## src/hdl/ppw_pkg.sv

```systemverilog
// Shared types and constants for the periodic position wrap block.
package ppw_pkg;

   localparam int POS_FRAC    = 16;
   localparam int INV_FRAC    = 30;
   localparam int PROD_FRAC   = POS_FRAC + INV_FRAC;
   localparam int NUM_COEF    = 18;
   localparam int INV_BASE    = 9;
   localparam int NUM_SLOTS   = 9;
   localparam int DIMS        = 3;
   localparam int QUEUE_DEPTH = 4;

   localparam logic CMD_WRAP = 1'b0;
   localparam logic CMD_LOAD = 1'b1;

   typedef enum logic [1:0] {
      SHAPE_INF   = 2'd0,
      SHAPE_ORTHO = 2'd1,
      SHAPE_TRI   = 2'd2
   } shape_type;

   // Classified command travelling from the front to the back.
   typedef struct packed {
      logic       load;
      logic       inv;
      logic [3:0] slot;
   } ctl_type;

endpackage

```

## src/hdl/ppw_queue.sv

```systemverilog
// Short first-in first-out queue between the front and back ends.
module ppw_queue #(
   parameter int DATA_W = 128,
   parameter int DEPTH  = 4
) (
   input  logic               clock,
   input  logic               reset,
   input  logic               push_valid,
   output logic               push_ready,
   input  ppw_pkg::ctl_type   push_ctl,
   input  logic [DATA_W-1:0]  push_data,
   output logic               pop_valid,
   input  logic               pop_ready,
   output ppw_pkg::ctl_type   pop_ctl,
   output logic [DATA_W-1:0]  pop_data
);
   import ppw_pkg::*;

   localparam int AW = (DEPTH > 1) ? $clog2(DEPTH) : 1;
   localparam int CW = $clog2(DEPTH + 1);

   ctl_type           ctl_ff  [DEPTH];
   logic [DATA_W-1:0] data_ff [DEPTH];
   logic [AW-1:0]     wr_ff, wr_in, rd_ff, rd_in;
   logic [CW-1:0]     count_ff, count_in;
   logic              push_fire, pop_fire;

   assign push_ready = (count_ff != CW'(DEPTH));
   assign pop_valid  = (count_ff != '0);
   assign push_fire  = push_valid && push_ready;
   assign pop_fire   = pop_valid && pop_ready;
   assign pop_ctl    = ctl_ff[rd_ff];
   assign pop_data   = data_ff[rd_ff];

   always_comb begin
      wr_in    = wr_ff;
      rd_in    = rd_ff;
      count_in = count_ff;
      if (push_fire) begin
         wr_in = (wr_ff == AW'(DEPTH - 1)) ? '0 : AW'(wr_ff + 1'b1);
      end
      if (pop_fire) begin
         rd_in = (rd_ff == AW'(DEPTH - 1)) ? '0 : AW'(rd_ff + 1'b1);
      end
      if (push_fire && !pop_fire) begin
         count_in = CW'(count_ff + 1'b1);
      end else if (!push_fire && pop_fire) begin
         count_in = CW'(count_ff - 1'b1);
      end
   end

   always_ff @(posedge clock) begin
      if (reset) begin
         wr_ff    <= '0;
         rd_ff    <= '0;
         count_ff <= '0;
      end else begin
         wr_ff    <= wr_in;
         rd_ff    <= rd_in;
         count_ff <= count_in;
      end
      if (push_fire) begin
         ctl_ff[wr_ff]  <= push_ctl;
         data_ff[wr_ff] <= push_data;
      end
   end

   a_count_bound: assert property (@(posedge clock) disable iff (reset)
      count_ff <= CW'(DEPTH))
      else $error("queue count beyond depth");

   a_count_up: assert property (@(posedge clock) disable iff (reset)
      push_fire && !pop_fire |=> count_ff == CW'($past(count_ff) + 1'b1))
      else $error("queue count did not advance on push");

   a_count_down: assert property (@(posedge clock) disable iff (reset)
      !push_fire && pop_fire |=> count_ff == CW'($past(count_ff) - 1'b1))
      else $error("queue count did not drop on pop");

endmodule

```

## config.mk

```make
export PLATFORM = sky130hd
export DESIGN_NAME = ppw_queue
export DESIGN_NICKNAME = d
export VERILOG_FILES = /design/src/hdl/ppw_pkg.sv /design/src/hdl/ppw_queue.sv
export SDC_FILE = /design/constraint.sdc
export NUM_CORES = 1
export LEC_CHECK = 0
export BUFFER_PORTS_ARGS = -buffer_cell sky130_fd_sc_hd__buf_2
export CORE_MARGIN = 5
export CORE_UTILIZATION = 45
export DETAILED_ROUTE_END_ITERATION = 8
export GPL_TIMING_DRIVEN = 0
export HOLD_SLACK_MARGIN = 0.03
export PLACE_DENSITY = 0.67
export REMOVE_ABC_BUFFERS = 1
export SYNTH_ARGS = -nofsm -noshare
export SYNTH_HDL_FRONTEND = slang
export SYNTH_SLANG_ARGS = --single-unit
```

## constraint.sdc

```tcl
create_clock -name clock -period 3 [get_ports clock]
set_input_delay 0.6 -clock clock [delete_from_list [all_inputs] [get_ports clock]]
set_output_delay 0.6 -clock clock [all_outputs]
set_load 0.05 [all_outputs]
```

==> results.py, run 1 <==
metrics = {
    "status": {
        "status": "completed",
    },
    "die": {
        "core-area_um2": 43270,
        "die-area_um2": 48270,
        "initial_core_util_pct": 45.74,
        "num_rows": 76,
        "die_h_um": 219.7,
        "die_w_um": 219.7,
        "boundaryPins": 274,
    },
    "timing": {
        "drv_slew": 0,
        "finalSetupViolations": 0,
        "fmax_ghz": 0.3501,
        "worst_slew_pin_slew_ps": 743.9,
        "fin_ws_ps": 143.6,
        "finClkSkew_ps": 14.49,
        "maxSlewHeadroom_pct": 50.41,
        "rsz0062_at_grt": "no",
        "period_needed_ps": 2856,
        "period_share_pct": 95.21,
        "finalHoldViolCount": 0,
    },
    "place": {
        "port_buffers": 273,
        "routabilityCongestion": 0.7002,
        "dp_slack_ps": 238.0,
        "place_area_um2": 22130,
        "dpl.hpwl_um": 23370,
    },
    "cts": {
        "numCtsBuffers": 55,
        "root_buffer": "clkbuf_16",
        "clock_sinks": 545,
        "clk-insertion-delay-late_ps": 590,
        "cts_buffer_depth": 3,
        "cts_hold_buf": 0,
        "htree_levels": 2,
        "clkTransAtPathRegs_ps": 60,
        "cts_tree": "done",
    },
    "cells_and_area": {
        "syn_to_final_growth_pct": 20.86,
        "nNetsFinal": 1211,
        "fin_area_um2": 23920,
        "post-route-util_pct": 55.28,
        "drive_gt1_share_pct": 46.53,
    },
    "flow_run": {
        "drv_cap": 0,
    },
    "critical_path": {
        "r2r-start": "count_ff[0]$_SDFFE_PP0P_",
        "critical_path.endpoint_type": "primary output",
        "cp.arrival_ps": 2260,
        "crit_fanout": 28,
        "ff2ff_path_depth": 4,
        "r2r_slack_ps": 570,
        "reg2reg_to": "data_ff[0][25]$_DFFE_PP_",
        "cp.required_ps": 2400,
        "worstSetupPathType": "reg -> out",
        "endpoint": "pop_data[11]",
        "cp-start-kind": "flop",
    },
    "pwr": {
        "p_leak_nw": 7.956,
        "peakVddDrop_v": 0.0006736,
        "p_per_area_nw_per_um2": 922.2,
    },
    "route": {
        "dr.pass1.iters": 4,
        "finalWirelength_um": 38050,
        "drc": 0,
        "via_count": 8784,
        "antenna_left": 0,
        "vias_per_cell": 5.176,
        "wl_per_cell_um": 22.42,
        "drt_iter0_drc": 445,
    },
    "synth": {
        "synth.distinct_cells": 26,
        "syn_area_per_cell_um2": 26.46,
        "ys_seq_area_share_pct": 82.25,
        "yosysMostFrequentCell": "edfxtp_1",
        "ys.warnings.count": 0,
        "synth-edff-count": 536,
        "async_flop_share_pct": 0,
        "ys_ff_latch": 545,
        "syn_area_um2": 19790,
        "synth-main-ff-cell": "edfxtp_1",
        "ys_top_cells_by_area": "edfxtp_1, mux4_2, dfxtp_1",
        "synth_area_leader_cell": "edfxtp_1",
        "synthTopCellsByCount": "edfxtp_1, mux4_2, buf_2",
        "yosys.area.top_type_share_pct": 81.34,
        "synth_cells": 748,
    },
    "worst_hold_path": {
        "hold_class": "in -> reg",
    },
    "global_routing": {
        "track_usage_pct": 15.82,
        "grt_pass1_wl_um": 57590,
        "grt_antenna_before_repair": 10,
        "overflow": 0,
        "grt_max_degree": 54,
        "grt_pass1_vias": 9526,
    },
}
report_power, final:
part | leakage, nW | internal [mW] | switching, mW
Clock | 0.843 | 3.77 | 2.70
Sequential | 4.99 | 9.22 | 0.195
Combinational | 2.13 | 1.89 | 4.28
Total | 7.96 | 14.9 | 7.17
registers in the layout, summed over array words and instances, names as in the netlist, named ones only:
| signal | cells |
|---|---|
| data_ff | 512 |
| count_ff | 3 |
| rd_ff | 2 |
| ctl_ff | 24 |
| wr_ff | 2 |
critical path, cell delays in order, from the launching register on:
cell	delay, ps
dfxtp_4	360
buf_12	220
buf_16	260
mux4_2	560
buf_2	230
how the worst min path moves through the flow:
stage	cells past startpoint	slack [ps]	startpoint	to
2_1_floorplan	2	460	rd_ff[0]$_SDFFE_PP0P_	flop
3_3_place_gp	2	490	rd_ff[0]$_SDFFE_PP0P_	rd_ff[0]$_SDFFE_PP0P_
3_5_place_dp	2	480	rd_ff[0]$_SDFFE_PP0P_	flop
4_1_cts	1	180	push_data[27]	data_ff[0][27]$_DFFE_PP_
5_1_grt	1	190	push_data[27]	data_ff[0][27]$_DFFE_PP_
6_report	1	220	push_data[19]	data_ff[0][19]$_DFFE_PP_
logic make-up (layout without fill, tap and decap cells):
kind of cell | Yosys count | in the layout | share of synthesized area [%]
compound gates | 5 | 5 | 0.1770
buf+inv | 35 | 396 | 1.069
fa+ha+maj | 7 | 7 | 0.4805
simple gates | 17 | 17 | 0.5374
flops | 545 | 545 | 82.25
xor+xnor | 2 | 2 | 0.08853
other cells | 0 | 3 | 0
mux | 137 | 137 | 15.40
cell usage in the layout (no fill, tap or decap), drive strengths merged, types with 3 or more instances in the layout:
cell type / n
nor2: 3
mux4: 134
clkbuf: 73
dfxtp: 9
buf: 293
or3: 3
clkinv: 21
ha: 6
and3: 4
diode: 3
inv: 3
edfxtp: 536
clkinvlp: 4
mux2i: 3
cell type report:
type	instances	area (um2)
diodes	3	7.507
clock buffers	73	1546
clock inverters	27	185.2
fillers	3258	19350
inverters	3	11.26
multi-input cells	168	3317
flip-flops and latches	545	16280
well taps	585	732.0
repair buffers	293	1834
through the flow:
stage	hold slack, ps	total power [mW]	setup TNS [ps]	instances
after floorplan	455.9	14.24	-606650	716
after global placement	487.9	15.21	-1584870	1574
after detailed placement	477.4	15.83	0	1590
after CTS	179.5	22.40	0	1694
after global routing	189.4	22.99	0	1694
final	223.8	22.06	0	1697
per-layer routing:
layer | vias up | GRT usage, % | part of all wire (%)
met5 | - | 0 | 0.25
met2 | 241 | 25.54 | 49
met3 | 67 | 5.344 | 8.6
li1 | 3888 | - | -
met1 | 4572 | 20.77 | 40
met4 | 16 | 4.577 | 2.1
what timing repair did:
item                                   in CTS  in global routing
setup endpoints to repair                 115                  0
endpoints found under the hold margin       0                  0
gates resized for setup                     0                  0
buffers inserted                            4                  0
Note: power is estimated with default switching activity, not from simulation.
==> run 2, diff against run 1 <==
HOLD_SLACK_MARGIN = 0.1   (was 0.03)
PLACE_DENSITY = default   (was 0.67)
==> results.py, run 2 (same netlist as run 1, synthesis figures left out) <==
metrics = {
    "timing": {
        "period_share_pct": 94.58,
        "drv_slew": 0,
        "maxSlewHeadroom_pct": 46.86,
        "rsz0062_at_grt": "no",
        "finalSetupViolations": 0,
        "finClkSkew_ps": 11.78,
        "finalSetupTns_ps": 0,
        "finalHoldViolCount": 0,
        "worst_slew_pin_slew_ps": 797.1,
        "period_needed_ps": 2838,
        "fin_ws_ps": 162.5,
        "fmax_ghz": 0.3524,
    },
    "global_routing": {
        "grt_antenna_before_repair": 12,
        "grt_pass1_wl_um": 57820,
        "track_usage_pct": 15.93,
        "grt_max_degree": 57,
        "grt_pass1_vias": 9375,
        "overflow": 0,
    },
    "route": {
        "dr.pass1.iters": 4,
        "drt_iter0_drc": 585,
        "drc": 0,
        "wl_per_cell_um": 22.77,
        "finalWirelength_um": 38530,
        "via_count": 8927,
        "vias_per_cell": 5.276,
        "antenna_left": 0,
    },
    "die": {
        "die-area_um2": 48270,
        "core-area_um2": 43270,
        "die_h_um": 219.7,
        "boundaryPins": 274,
        "initial_core_util_pct": 45.74,
        "die_w_um": 219.7,
        "num_rows": 76,
    },
    "cts": {
        "clock_sinks": 545,
        "clkTransAtPathRegs_ps": 60,
        "cts_setup_buffers": 8,
        "cts_buffer_depth": 3,
        "cts_hold_buf": 0,
        "numCtsBuffers": 55,
        "cts-resized-gates": 0,
        "clk-insertion-delay-late_ps": 570,
        "cts_tree": "done",
        "root_buffer": "clkbuf_16",
        "htree_levels": 2,
    },
    "critical_path": {
        "cp.required_ps": 2400,
        "crit_fanout": 24,
        "worstSetupPathType": "reg -> out",
        "ff2ff_path_depth": 7,
        "cp-start-kind": "flop",
        "r2r-start": "count_ff[0]$_SDFFE_PP0P_",
        "r2r_slack_ps": 500,
        "reg2reg_to": "count_ff[2]$_SDFFE_PP0P_",
        "cp.arrival_ps": 2240,
        "critical_path.endpoint_type": "primary output",
    },
    "place": {
        "port_buffers": 273,
        "routabilityCongestion": 0.7002,
        "dpl.hpwl_um": 22440,
        "dp_slack_ps": -82.76,
    },
    "pwr": {
        "p_per_area_nw_per_um2": 922.9,
        "peakVddDrop_v": 0.0007992,
        "clockPowerShare_pct": 29.0,
        "power_frac_comb_pct": 28.3,
        "p_leak_nw": 7.936,
        "p_switching_mw": 7.108,
        "p_int_mw": 14.92,
        "swShare_pct": 32.27,
        "pwr-share-seq_pct": 42.8,
    },
    "worst_hold_path": {
        "hold_class": "in -> reg",
        "hp-start": "push_data[45]",
        "min_to": "data_ff[1][45]$_DFFE_PP_",
        "hold_path_depth": 1,
    },
    "cells_and_area": {
        "drive_gt1_share_pct": 45.65,
        "most-common-layout-cells": "edfxtp_1, buf_2, mux4_2",
        "n_fill_cell": 3250,
        "largest_reg_flops": 512,
        "reg_top3": "data_ff: 512 flops, ctl_ff: 24 flops, count_ff: 3 flops",
        "regMostFlops": "data_ff",
        "nNetsFinal": 1213,
        "layout_commonest_cell": "edfxtp_1",
        "syn_to_final_growth_pct": 20.59,
    },
    "status": {
        "status": "completed",
    },
    "flow_run": {
        "drv_cap": 0,
    },
}
## run 2: cell count changes in the layout (fill, tap and decap cells not counted)
cell,before,now
buf_16,14,12
buf_4,3,5
buf_8,0,1
bufbuf_16,0,1
bufinv_16,2,4
clkbuf_1,10,17
clkbuf_8,6,0
clkinv_2,9,4
clkinv_4,1,0
clkinvlp_4,4,0
## run 2: layout make-up
class	instances	area, um2	share of cell area [%]
Multi-Input combinational cell	168	3317	13.90
Antenna cell	3	7.507	0.03146
Tap cell	585	732.0	3.067
Timing Repair Buffer	295	1842	7.718
Sequential cell	545	16280	68.23
Clock inverter	19	181.4	0.7602
Clock buffer	74	1490	6.244
Inverter	3	11.26	0.04719
## run 2: stage by stage
stage               instance area, um2  hold slack [ps]  instances  total power [mW]  util (%)
floorplan                        19590            455.9        716             14.24         -
global route                     23860            190.4       1691             22.96     55.15
detailed placement               22060            491.9       1587             15.81     50.99
global placement                 21690            478.3       1574             15.22     50.12
finish                           23860            235.8       1692             22.02     55.16
CTS                              23860            181.8       1689             22.40     55.14
## run 2: worst max-delay path by stage
stage / start / end / slack (ps) / cells after the start
2_1_floorplan: flop / pop_ctl[0] / -4060 / 1
3_3_place_gp: flop / pop_data[56] / -7020 / 2
3_5_place_dp: flop / pop_data[20] / -80 / 4
4_1_cts: flop / pop_data[20] / 70 / 4
5_1_grt: flop / pop_data[57] / 30 / 4
6_report: flop / pop_data[6] / 160 / 4
## run 2: critical path, stage by stage, from the launching register on
cell     delay [ps]
dfxtp_4         380
buf_16          190
buf_12          250
mux4_2          560
buf_2           230
## run 2: per-layer routing
layer | global-route usage, % | share of wire, %
met5 | 0 | 0.27
met4 | 3.724 | 1.4
met3 | 5.289 | 6.8
met2 | 25.46 | 50
met1 | 21.62 | 42
## run 2: power by group through the flow
stage / Clock, mW / Sequential, mW / Combinational (mW)
after global routing: 6.92 / 9.48 / 6.56
final: 6.38 / 9.42 / 6.22
after floorplan: 0 / 9.85 / 4.39
after detailed placement: 0 / 9.71 / 6.10
after global placement: 0 / 9.99 / 5.23
after CTS: 6.59 / 9.43 / 6.38
