$ cat config.mk
export PLATFORM = sky130hd
export DESIGN_NAME = ppw_front
export DESIGN_NICKNAME = d
export VERILOG_FILES = /design/src/hdl/ppw_pkg.sv /design/src/hdl/ppw_front.sv
export SDC_FILE = /design/constraint.sdc
export NUM_CORES = 1
export LEC_CHECK = 0
export BUFFER_PORTS_ARGS = -buffer_cell sky130_fd_sc_hd__buf_2
export CORE_MARGIN = 2
export CORE_UTILIZATION = 35
export DETAILED_ROUTE_END_ITERATION = 10
export PLACE_DENSITY = 0.68
export SYNTH_ARGS = -nofsm -noshare
export SYNTH_HDL_FRONTEND = slang
export SYNTH_SLANG_ARGS = --single-unit
export TNS_END_PERCENT = 100
$ cat constraint.sdc
create_clock -name clock -period 9.5 [get_ports clock]
set_input_delay 1.9 -clock clock [delete_from_list [all_inputs] [get_ports clock]]
set_output_delay 1.9 -clock clock [all_outputs]
set_load 0.02 [all_outputs]
$ cat src/hdl/ppw_pkg.sv
// Shared types and constants for the periodic position wrap block.
package ppw_pkg;

   localparam int POS_FRAC    = 16;
   localparam int INV_FRAC    = 30;
   localparam int PROD_FRAC   = POS_FRAC + INV_FRAC;
   localparam int NUM_COEF    = 18;
   localparam int INV_BASE    = 9;
   localparam int NUM_SLOTS   = 9;
   localparam int DIMS        = 3;
   localparam int QUEUE_DEPTH = 4;

   localparam logic CMD_WRAP = 1'b0;
   localparam logic CMD_LOAD = 1'b1;

   typedef enum logic [1:0] {
      SHAPE_INF   = 2'd0,
      SHAPE_ORTHO = 2'd1,
      SHAPE_TRI   = 2'd2
   } shape_type;

   // Classified command travelling from the front to the back.
   typedef struct packed {
      logic       load;
      logic       inv;
      logic [3:0] slot;
   } ctl_type;

endpackage

$ cat src/hdl/ppw_front.sv
// Front end: accepts request words, classifies them and drops out-of-range loads.
module ppw_front #(
   parameter int POS_WIDTH  = 32,
   parameter int COEF_WIDTH = 32
) (
   input  logic                                  clock,
   input  logic                                  reset,
   input  logic                                  req_valid,
   output logic                                  req_ready,
   input  logic                                  req_cmd,
   input  logic [4:0]                            req_coef_index,
   input  logic signed [COEF_WIDTH-1:0]          req_coef_value,
   input  logic signed [POS_WIDTH-1:0]           req_pos_x,
   input  logic signed [POS_WIDTH-1:0]           req_pos_y,
   input  logic signed [POS_WIDTH-1:0]           req_pos_z,
   output logic                                  q_valid,
   input  logic                                  q_ready,
   output ppw_pkg::ctl_type                      q_ctl,
   output logic [COEF_WIDTH+3*POS_WIDTH-1:0]     q_data
);
   import ppw_pkg::*;

   localparam int DW = COEF_WIDTH + 3 * POS_WIDTH;

   logic    v_ff, v_in;
   ctl_type ctl_ff, ctl_in;
   logic [DW-1:0] data_ff;
   logic    take, is_load, drop, is_inv;

   assign req_ready = !v_ff || q_ready;
   assign take      = req_valid && req_ready;
   assign is_load   = (req_cmd == CMD_LOAD);
   assign is_inv    = (req_coef_index >= 5'(INV_BASE));
   // drop loads aimed past the last coefficient slot
   assign drop      = is_load && (req_coef_index >= 5'(NUM_COEF));

   always_comb begin
      v_in = v_ff;
      if (v_ff && q_ready) begin
         v_in = 1'b0;
      end
      if (take) begin
         v_in = !drop;
      end
      ctl_in.load = is_load;
      ctl_in.inv  = is_inv;
      ctl_in.slot = is_inv ? 4'(req_coef_index - 5'(INV_BASE)) : req_coef_index[3:0];
   end

   always_ff @(posedge clock) begin
      if (reset) begin
         v_ff <= 1'b0;
      end else begin
         v_ff <= v_in;
      end
      if (take) begin
         ctl_ff  <= ctl_in;
         data_ff <= {req_coef_value, req_pos_z, req_pos_y, req_pos_x};
      end
   end

   assign q_valid = v_ff;
   assign q_ctl   = ctl_ff;
   assign q_data  = data_ff;

endmodule

==> results of run 1 <==
per-layer routing:
layer  part of all wire [%]  routed length [um]
met5                      0                   0
met2                     52                5151
met3                    9.1                 893
met4                    2.2                 212
met1                     36                3589
logic make-up (layout without fill, tap and decap cells):
kind of cell | Yosys count | after routing
compound gates | 6 | 6
xor+xnor | 1 | 1
fa+ha+maj | 3 | 3
buf+inv | 3 | 309
flops | 135 | 135
mux | 1 | 1
other cells | 0 | 1
simple gates | 10 | 10
power by group through the flow:
stage               Combinational [mW]  Sequential, mW  Clock (mW)
global placement                 0.126           0.719           0
global route                     0.136           0.711       0.767
floorplan                       0.0144           0.770           0
finish                           0.127           0.708       0.723
detailed placement               0.129           0.720           0
CTS                              0.129           0.708       0.739
flip-flops by register name, indices dropped and copies added, names as in the netlist:
register and cells:
q_data 128, q_ctl 6, q_valid 1
layout by cell type (no fill, tap or decap):
cell and count:
nor2_1 2, clkbuf_1 1, nor3_1 1, dfxtp_1 1
clkinv_4 2, diode_2 1, xnor2_1 1, o21ai_1 1
nand2b_1 2, bufinv_16 6, buf_2 273, clkinv_1 2
nor4_1 1, clkinv_2 2, inv_1 3, o21ai_0 2
clkinvlp_4 2, mux2i_1 1, edfxtp_1 134, nand2_1 2
a21oi_1 2, o41a_1 1, ha_1 3, nor2_2 1
clkbuf_16 17, and2_4 1, buf_4 1
layout make-up:
| type | count | share of cell area [%] |
|---|---|---|
| sequential | 135 | 62.98 |
| multi-input combinational | 21 | 2.280 |
| antenna | 1 | 0.03897 |
| clock buffer | 18 | 6.684 |
| tap | 147 | 2.864 |
| clock inverter | 14 | 3.585 |
| inverter | 3 | 0.1754 |
| timing repair buffer | 274 | 21.40 |
per-stage QoR:
stage	power, mW	utilization [%]	hold WS [ns]	worst slack [ns]	cells
CTS	1.577	54.11	0.5427	5.275	612
detailed placement	0.8495	48.55	0.5308	5.277	580
global route	1.614	54.11	0.5972	5.251	612
global placement	0.8453	48.55	0.4926	5.291	580
floorplan	0.7847	-	0.7228	3.715	159
finish	1.558	54.14	0.5314	5.280	613
worst reg2reg max path: stages (launching register included):
cell	delay [ns]
dfxtp_1	0.31
nand2b_1	0.11
and2_4	0.61
buf_4	0.90
worst paths after layout:
path / to / slack (ns) / cells after the start / startpoint
max reg2reg: q_data[108]$_DFFE_PP_ / 7.09 / 3 / q_valid$_SDFFE_PP0P_
min reg2reg: q_valid$_SDFFE_PP0P_ / 0.53 / 2 / q_valid$_SDFFE_PP0P_
max: req_ready / 5.28 / 3 / q_ready
min: q_valid$_SDFFE_PP0P_ / 0.53 / 2 / q_valid$_SDFFE_PP0P_
==> results by group, run 1 <==
Logic synthesis
  • Synth cell count leaders: 134 x edfxtp_1, 3 x ha_1, 3 x inv_1
  • Post-Synth Adder-Cell Area: 0.8939%
  • Ys flop type: edfxtp_1
  • Fraction of registers with async set/reset: 0%
  • Syn_nets: 300
  • Post-Synth Simple-Gate Area: roughly 1.2%
  • XOR/XNOR Fraction of Synth Area: less than 1%
  • Post-synthesis instance area: 0.004199 mm2
  • Largest family of logic cells by synthesized area: simple AND/OR/NAND/NOR gates
  • Post-Synthesis Cells: around 160
  • Most frequent cell after synthesis: edfxtp_1
  • Distinct cells, synth: 17
  • Syn. warnings: 0
  • Synth top area cells: edfxtp_1 96%, ha_1 0.89%, dfxtp_1 0.48%, nand2b_1 0.30%, inv_1 0.27%
  • Synth area leader: edfxtp_1
  • Yosys reg bits: approximately 140
  • Mean post-synth cell area: about 26 um2
  • Post-synth EDFFs: about 130
  • Compound-cell area share of the yosys netlist: less than 1%
  • Sequential area share after synthesis: between 90% and 100%
  • Post-synth top area share: a little over nine tenths
  • Multiplexer share of the synthesized area: less than 1%

Clock tree
  • CTS Hold Bufs: 0
  • Clk slew on worst S/H paths: about 0.060 ns
  • Post_cts resized: 0
  • Clock sinks: approximately 140
  • Clk root buf: clkbuf_16
  • CTS max path bufs: 2
  • Num CTS Buffers: 17
  • Postcts setup bufs: 0
  • CTS tree: yes
  • # H-tree levels: 4
  • Clock latency at the later pin of the worst-skew pair: between 0.4 and 0.5 ns

Power and ir drop
  • Net Sw Frac: 20.82%
  • Leak: between 2 and 3 nW
  • Clk pwr share: a little under half
  • PwrDens: ~240 mW/mm2
  • Peak VDD IR: about 0.00012 V
  • Net Sw Power: between 0.3 and 0.4 mW
  • Seq pwr share: between 40% and 50%
  • Combinational share of power: under 10%
  • P_int: approximately 1.2 mW

Global routing
  • Remaining Overflow, GRT: 0
  • Met3 usage: 6.961%
  • All-layer global routing usage: between 10% and 20%
  • Initial antenna violation count: 1
  • GR Util met2: around a quarter
  • GRT met1 Usage: between 15 and 20%
  • Most used routing layer: met2
  • Vias in the first global route: 2679
  • First-pass GRT wire length: between 10000 and 15000 um
  • Pin count of the biggest net entering global routing: 82

Place
  • Dpl cell area: approximately 0.0058 mm2
  • Placer Congestion: ~0.75
  • Detail Placement HPWL: roughly 7400 um
  • Port Buffers: between 200 and 300

Drt
  • Residual DRC count: 0
  • Final wirelength: roughly 10000 um
  • Drt pass-1 iters: 6
  • Initial DRC count: between 150 and 200
  • Detailed-route via count: roughly 2.7k
  • Post-route ant nets: 0
  • Drt via density: 4.336
  • WL per Instance: between 15 and 20 um

STA
  • Final worst path period share: about 44%
  • Pins Over Slew Limit: 0
  • Total negative slack: 0 ns
  • Setup violators final: 0
  • Final Hold Fails: 0
  • Actual slew at the worst max-slew pin: between 0.9 and 1 ns
  • Minimum clock period after layout: 4.220 ns
  • Max_slew headroom: about a third
  • Max Clock Skew: between 0.006 and 0.007 ns
  • Setup repair after global routing missed its margin: no
  • Max Freq: around 0.24 GHz

Final layout
  • Design area: 0.006421 mm2
  • Area of the multi-input gates: ~150 um2
  • Filler instances: 994
  • Nets: between 500 and 600
  • Syn-to-layout area delta: 52.92%
  • Register area: 0.004044 mm2
  • Share of layout cells above drive strength 1: about two thirds

Die
  • Chip width: around 110 um
  • Initial core utilization: a little over a third
  • Num rows: 40
  • Die area: about 0.013 mm2
  • Die height: around 110 um
  • Num ports: around 270
  • Core Region: ~0.012 mm2

Worst setup path
  • Delay-heaviest family, CP: buffers and inverters
  • Crit-path max FO: 3
  • Max incr delay on CP: 0.17 ns
  • Worst EP arrival: roughly 2.3 ns
  • Critical Path, Cell by Cell: buf_2, nand2b_1, buf_2
  • CP Data Required Time: 7.60 ns
  • Critical Path Start Type: input pin
  • CP bufs+invs: 2
  • Top cell by count, worst path: buf_2
  • CP max-delay cell: buf_2
  • Setup crit end kind: output port
  • Worst setup path category: input pin to output port

Flow run
  • Max_cap viols: 0

Min path
  • HP Class: flip-flop to flip-flop

Status
  • Status: finished, final reports clean
Power figures use the tool's default switching activity.
==> run 2, diff against run 1 <==
--- a/config.mk
+++ b/config.mk
@@ -9,7 +9,7 @@
 export CORE_MARGIN = 2
 export CORE_UTILIZATION = 35
 export DETAILED_ROUTE_END_ITERATION = 10
-export PLACE_DENSITY = 0.68
+export PLACE_DENSITY = 0.71
 export SYNTH_ARGS = -nofsm -noshare
 export SYNTH_HDL_FRONTEND = slang
 export SYNTH_SLANG_ARGS = --single-unit
==> constraint.sdc (replaced) <==
create_clock -name clock -period 3.4 [get_ports clock]
set_input_delay 0.68 -clock clock [delete_from_list [all_inputs] [get_ports clock]]
set_output_delay 0.68 -clock clock [all_outputs]
set_load 0.02 [all_outputs]
==> run 2 against run 1 <==
Effect of this change:
- die area unchanged
- global-route usage barely moved
- setup slack worse by 3.7 ns
- via count down 0.19%
- routed wire length is 1.9% higher
- first-iteration DRC count decreased by 10%
- utilization up 0.095 points
- sequential share of layout area down 0.11 points
- critical path type unchanged
- critical endpoint unchanged
- highest routed layer is now met5
==> results by group, run 2 (synthesized netlist as in run 1, its figures left out) <==
STA
  • Actual slew at the worst max-slew pin: 0.5948 ns (-0.4028 ns)
  • Final worst path period share: around 52%
  • Max Clock Skew: 0.004709 ns (-0.001686 ns)
  • Setup violators final: 0 (unchanged)
  • Total negative slack: 0 ns (unchanged)
  • Max Freq: ~0.56 GHz
  • Max_slew headroom: 60.35% (+27 points)
  • Minimum clock period after layout: ~1.8 ns
  • Setup repair after global routing missed its margin: no
  • Final Hold Fails: 0 (unchanged)
  • Pins Over Slew Limit: 0 (unchanged)

Status
  • Status: finished, final reports clean

Global routing
  • First-pass GRT wire length: 13940 um (-0.68%)
  • GRT met1 Usage: 15.48% (-1.1 points)
  • Met3 usage: 6.164% (-0.80 points)
  • Initial antenna violation count: 3 (+2)
  • GR Util met2: 26.23% (+1.2 points)
  • All-layer global routing usage: 15.09% (about the same)
  • Remaining Overflow, GRT: 0 (unchanged)
  • Vias in the first global route: 2642 (-1.4%)
  • Most used routing layer: met2
  • Pin count of the biggest net entering global routing: 51 (-38%)

Worst setup path
  • Crit-path max FO: 3 (unchanged)
  • Critical Path Start Type: input pin
  • Worst setup path category: input pin to output port
  • Setup crit end kind: output port
  • Reg2Reg Depth: 3 (unchanged)
  • Worst EP arrival: 1.09 ns (-1.23 ns)
  • CP Data Required Time: 2.72 ns (-4.88 ns)

Final layout
  • Layout Utilization: 54.23% (+0.095 points)
  • Area of the multi-input gates: 146.4 um2 (unchanged)
  • Register area: 0.004044 mm2 (unchanged)
  • Most frequent cells in the layout: 273 x buf_2, 134 x edfxtp_1, 17 x clkbuf_16
  • Filler instances: 964 (-3.0%)
  • Syn-to-layout area delta: 53.19%
  • Share of layout cells above drive strength 1: 65.45% (-0.14 points)
  • Most common cell after layout, fill and taps aside: buf_2
  • Nets: 594 (+0.17%)
  • Max FFs per register: 128 (unchanged)

Drt
  • Residual DRC count: 0 (unchanged)
  • WL per Instance: 16.31 um (+1.5%)
  • Drt via density: 4.314 (-0.51%)
  • Post-route ant nets: 0 (unchanged)
  • Drt pass-1 iters: 4 (-2)
  • Final wirelength: 10030 um (+1.9%)
  • Initial DRC count: 171 (-10%)
  • Detailed-route via count: 2653 (-0.19%)

Place
  • Port Buffers: 273 (unchanged)
  • Detail Placement HPWL: 7676 um (+4.2%)
  • Placer Congestion: 0.7526 (+0.37%)

Power and ir drop
  • P_int: 3.379 mW (+170%)
  • Peak VDD IR: 0.0003966 V (+220%)
  • PwrDens: 667.4 mW/mm2 (+180%)
  • Combinational share of power: 8.5% (+0.3 points)
  • Net Sw Power: 0.9145 mW (+180%)
  • Tot Pwr: 4.293 mW (+180%)
  • Clk pwr share: 45.5% (-0.9 points)
  • Leak: 2.768 nW (about the same)
  • Seq pwr share: 46.0% (+0.6 points)
  • Net Sw Frac: 21.30% (+0.48 points)

Clock tree
  • Clk slew on worst S/H paths: 0.06 ns (about the same)
  • Num CTS Buffers: 17 (unchanged)
  • Clk root buf: clkbuf_16
  • Clock sinks: 135 (unchanged)
  • Postcts setup bufs: 0 (unchanged)
  • # H-tree levels: 4 (unchanged)
  • CTS max path bufs: 2 (unchanged)
  • Clock latency at the later pin of the worst-skew pair: 0.41 ns (about the same)
  • Post_cts resized: 0 (unchanged)
  • CTS tree: yes
  • CTS Hold Bufs: 0 (unchanged)

Die
  • Chip width: 113.5 um (unchanged)
  • Core Region: 0.01186 mm2 (unchanged)
  • Initial core utilization: 35.40% (unchanged)
  • Num rows: 40 (unchanged)
  • Die area: 0.01289 mm2 (unchanged)
  • Die height: 113.5 um (unchanged)
  • Num ports: 274 (unchanged)

Min path
  • HP Class: input pin to flip-flop
  • Worst hold path cell count: 2 (unchanged)

Flow run
  • Max_cap viols: 0 (unchanged)
==> run 2: worst paths after layout <==
| kind | start | to | slack (ns) |
|---|---|---|---|
| setup / recovery | q_ready | req_ready | 1.63 |
| setup reg to reg | q_valid$_SDFFE_PP0P_ | q_data[8]$_DFFE_PP_ | 1.74 |
| hold reg to reg | q_valid$_SDFFE_PP0P_ | q_valid$_SDFFE_PP0P_ | 0.52 |
| hold / removal | reset | q_valid$_SDFFE_PP0P_ | 0.42 |
==> run 2: critical path, stage by stage <==
cell and delay (ns):
buf_2 0.09, nand2b_1 0.15, buf_2 0.17
==> run 2: per-layer routing <==
layer  part of all wire [%]  up-vias
met1                     36     1258
li1                       -     1234
met3                    7.8       19
met2                     54      140
met5                   0.16        -
met4                    2.1        2
==> run 2: final cells by class <==
class,instances,area share [%]
Timing Repair Buffer,275,21.86
Tap cell,147,2.859
Inverter,3,0.1751
Clock buffer,19,6.730
Clock inverter,13,3.151
Multi-Input combinational cell,21,2.276
Antenna cell,2,0.07781
Sequential cell,135,62.87
==> run 2: stage by stage <==
step / cell area, um2 / instances / setup WS, ns / hold WS (ns)
6_report: 6432 / 615 / 1.627 / 0.4217
4_1_cts: 6427 / 613 / 1.622 / 0.3933
3_5_place_dp: 5792 / 581 / 1.265 / 0.5115
5_1_grt: 6430 / 614 / 1.615 / 0.4121
2_1_floorplan: 4200 / 159 / 0.3177 / 0.7227
3_3_place_gp: 5792 / 581 / 1.320 / 0.4977
==> run 2: power by group through the flow <==
stage                     clock network, mW  registers, mW  logic (mW)
after floorplan                           0           2.15      0.0406
after global placement                    0           2.01       0.360
after detailed placement                  0           2.01       0.370
after CTS                              2.00           1.98       0.370
after global routing                   2.08           1.98       0.388
final                                  1.95           1.98       0.364
